**config.mk**
```make
export PLATFORM = sky130hd
export DESIGN_NAME = mbtb_ram
export DESIGN_NICKNAME = d
export VERILOG_FILES = /design/src/rtl/core/mbtb_ram.sv
export SDC_FILE = /design/constraint.sdc
export NUM_CORES = 1
export LEC_CHECK = 0
export BUFFER_PORTS_ARGS = -buffer_cell sky130_fd_sc_hd__buf_4
export CORE_MARGIN = 10
export CORE_UTILIZATION = 57
export DETAILED_ROUTE_END_ITERATION = 10
export PLACE_DENSITY = 0.78
export SYNTH_ARGS = -nofsm -noshare
export SYNTH_HDL_FRONTEND = slang
export SYNTH_SLANG_ARGS = --single-unit
```
**constraint.sdc**
```tcl
create_clock -name clock -period 3.3 [get_ports clock]
set_input_delay 0.165 -clock clock [delete_from_list [all_inputs] [get_ports clock]]
set_output_delay 0.165 -clock clock [all_outputs]
set_load 0.05 [all_outputs]
```
**src/rtl/core/mbtb_ram.sv**
```systemverilog
// Generic single-write, single-read synchronous RAM with registered read data.
// No dependencies.
`timescale 1ns / 1ps
module mbtb_ram #(
   parameter int WIDTH = 8,
   parameter int DEPTH = 16
) (
   input  logic                     clock,
   input  logic                     wr_en,
   input  logic [$clog2(DEPTH)-1:0] wr_addr,
   input  logic [WIDTH-1:0]         wr_data,
   input  logic                     rd_en,
   input  logic [$clog2(DEPTH)-1:0] rd_addr,
   output logic [WIDTH-1:0]         rd_data
);
   logic [WIDTH-1:0] mem [DEPTH];

   always_ff @(posedge clock) begin
      if (wr_en) begin
         mem[wr_addr] <= wr_data;
      end
      if (rd_en) begin
         rd_data <= mem[rd_addr];
      end
   end
endmodule

```
### Yosys cells after proc, flatten, opt, wreduce, memory -nomap -nowiden

Memory sizes are Yosys's and may differ from the RTL's. A register that Yosys moved wholly into a read port is not among the register bits.
Index checks and enable logic that the tools add are counted.

* muxes and demuxes: 2

Operator list (number)
* two-way mux 1 bit: 2

* bits in registers: 0
* RAM bits: 128
* input port bits: 19
* output and inout port bits: 8
* word-level logic and storage cells: 3
* memories: 1

Memories
* mem: depth 16, width 8, read ports 1, clocked after Yosys merged registers in 1, wr ports 1, line 16 `logic [WIDTH-1:0] mem [DEPTH];`

### Depth between registers and ports, before layout

* depth in word-level cells: 2
* depth in mapped cells: 5
* mapped depth without buffers: 3

### Worst setup path after synthesis

OpenSTA, ideal clock, no wires.

* kind: in2reg
* start: input port wr_addr[2]
* end: memory mem[0][0], enable pin
* setup time: 383 ps
* data arrival time: 1275 ps
* data required time: 2917 ps
* slack: 1642 ps
* cell stages on the path: 2
* path buffers: 0
* cell sequence: or3b_2 nor3_1

RTL lines
* start, declared: line 10 `input logic [$clog2(DEPTH)-1:0] wr_addr,`
* end, declared: line 16

Straight into the memory's write port.

==> flow_summary.ini <==
[place]
place_inst = 356
place_hpwl_mm = 6.22
port_buffers = 26
gp_congestion = 0.762

[setup_path]
cp-end-kind = flip-flop
slowest_stage = mux4_1
path_cells = mux4_1 -> a22oi_1 -> nand2_1
critical_path_class = flip-flop to flip-flop
arrival_ns = 1.79
crit_fanout = 1
max_stage_delay_ns = 0.59
crit_family = multiplexers
cp.buffers_inverters = 0
critPathRequiredTime_ns = 3.56
worstSetupStartpointType = flip-flop

[yosys]
yosysSeqAreaShare_pct = 78.1
synth_nets = 248
syn_avg_cell_area_sq_um = 22.8
synth-seq-cells = 136
synth.cell_area_sq_um = 5230
synthCells = 229
yosysUniqueCellTypes = 18
yosysWarnings = 0

[floorplanning]
core_sq_um = 8810
num_rows = 34
start_util_pct = 59.4
die_h_um = 116
die_width_um = 116
dieArea_sq_um = 13400
io_pins = 27

[global_routing]
grtUsageMet2_pct = 25.4
grt_usage_pct = 17.1
grt_pass1_wl_mm = 16.5
grt_overflow = 0
grt_max_degree = 33
grt_pass1_vias = 2644
top_usage_layer = met2
use_met1_pct = 23.8
antenna_found_initial = 0
use_met3_pct = 4.65

[final_layout]
nets = 295
multiInputGateArea_sq_um = 1060
seq_area_sq_um = 4080
fin_cells = 397
area_growth_pct = 17.6
layout-drive-gt1-share_pct = 25.6
fill_cells = 495
diodes = 0

[clock_network]
numCtsBuffers = 17
cts_max_level = 4
cts.path.max_buffers = 2
clockRootBuffer = clkbuf_8
cts_setup_buffers = 0
cts.sinks = 136
cts_tree = done
clk_pin_slew_ns = 0.06
clk_latency_ns = 0.51

[sta]
hold_viol_final = 0
drv_slew = 0
setup_viol = 0
min_period_ns = 1.53
rsz0062_at_grt = false
finalCritPeriodShare_pct = 46.3
slew_headroom_pct = 31.5
setup_tns_ns = 0
skew_ns = 0.00479
timing.fmax_ghz = 0.654
worst_pin_slew_ns = 1.02

[pwr]
ir_worst_vdd_v = 0.000342
p_leak_uw = 0.00206
power_density_nw_per_um2 = 645

[detailed_routing]
drt_iter0_markers = 231
drtPass1Iterations = 4
drt-total-wl_mm = 10.6
drc = 0
num_vias = 2561
vias_per_cell = 6.45
drtAntennaViolNets = 0
avgRoutedWirePerCell_um = 26.7

[hold_path]
hold_class = primary input to flip-flop

[flow_run]
cap_violations = 0

[outcome]
status = completed
==> power breakdown <==
part | internal [uW] | switching (uW)
registers | 1950 | 10.8
clock network | 1140 | 653
logic | 85.9 | 133
==> worst paths after layout <==
check	startpoint	cells past startpoint	slack (ns)	end
worst max-delay path	mem[5][0]	3	1.77	rd_data[0]
worst min-delay path	wr_addr[0]	2	0.13	mem[12][3]
worst max register to register	mem[5][0]	3	1.77	rd_data[0]
worst min register to register	mem[14][6]	3	0.76	rd_data[6]
==> layout by cell type, fill, tap and decap left out <==
master,n
and2_1,1
and2b_1,1
nor2b_1,1
clkbuf_8,1
dlygate4sd3_1,9
a22oi_1,16
bufinv_16,3
mux4_1,14
clkbuf_16,16
clkinv_2,4
nand2b_1,2
nand3_1,1
buf_4,29
clkinv_4,1
nor2_1,13
nor3_1,3
nand2_1,9
clkinv_1,3
nor3_2,1
edfxtp_1,136
clkbuf_1,4
or3b_2,1
nand3b_1,2
mux4_2,18
==> metrics by stage <==
| step | setup slack [ns] | util (%) | area, sq um | hold WS [ns] | power, uW |
|---|---|---|---|---|---|
| final | 1.77 | 69.8 | 6150 | 0.131 | 3970 |
| after global routing | 1.69 | 69.8 | 6150 | 0.116 | 4090 |
| after CTS | 1.76 | 69.8 | 6150 | 0.108 | 3980 |
| after detailed placement | 1.36 | 62.4 | 5500 | 0.480 | 2200 |
| after global placement | 1.40 | 62.4 | 5500 | 0.463 | 2190 |
| after floorplan | 1.64 | - | 5230 | 0.264 | 2120 |
==> logic make-up after synthesis <==
family / Yosys count / share of synthesized area (%)
AOI/OAI and AO/OA: 16 / 2.30
buffers and inverters: 10 / 1.65
DFF: 136 / 78.1
muxes: 32 / 14.8
and+or+nand+nor: 35 / 3.14
==> cell type report <==
class                      count  area share, %
clock buffer                  21           6.98
tap                          108           2.20
timing repair buffer          38           5.01
multi-input combinational     83           17.3
sequential                   136           66.4
clock inverter                11           2.12
==> synth_stat cells (all sizes together) <==
| master | n | share of area (%) |
|---|---|---|
| and2 | 1 | 0.12 |
| buf | 7 | 1.1 |
| nor2 | 13 | 0.93 |
| nand3b | 2 | 0.29 |
| a22oi | 16 | 2.3 |
| nand3 | 1 | 0.096 |
| edfxtp | 136 | 78 |
| mux4 | 32 | 15 |
| nor2b | 1 | 0.12 |
| or3b | 1 | 0.17 |
| nor3 | 4 | 0.38 |
| nand2 | 9 | 0.65 |
| clkdlybuf4s25 | 3 | 0.57 |
| nand2b | 2 | 0.24 |
| and2b | 1 | 0.14 |
==> flip-flops by register name, summed over array words and instances (netlist names) <==
signal	count
rd_data	8
mem	128
==> per-layer routing <==
layer / share of wire (%) / wire, um
met1: 43 / 4540
met2: 48 / 5070
met3: 7.4 / 788
met4: 2.0 / 215
met5: 0 / 0
==> what timing repair did <==
item,CTS,global route
endpoints found under the hold margin,136,0
gates resized for setup,0,0
endpoints found under the setup margin,0,0
hold buffers,9,0
(Power assumes the default switching activity.)
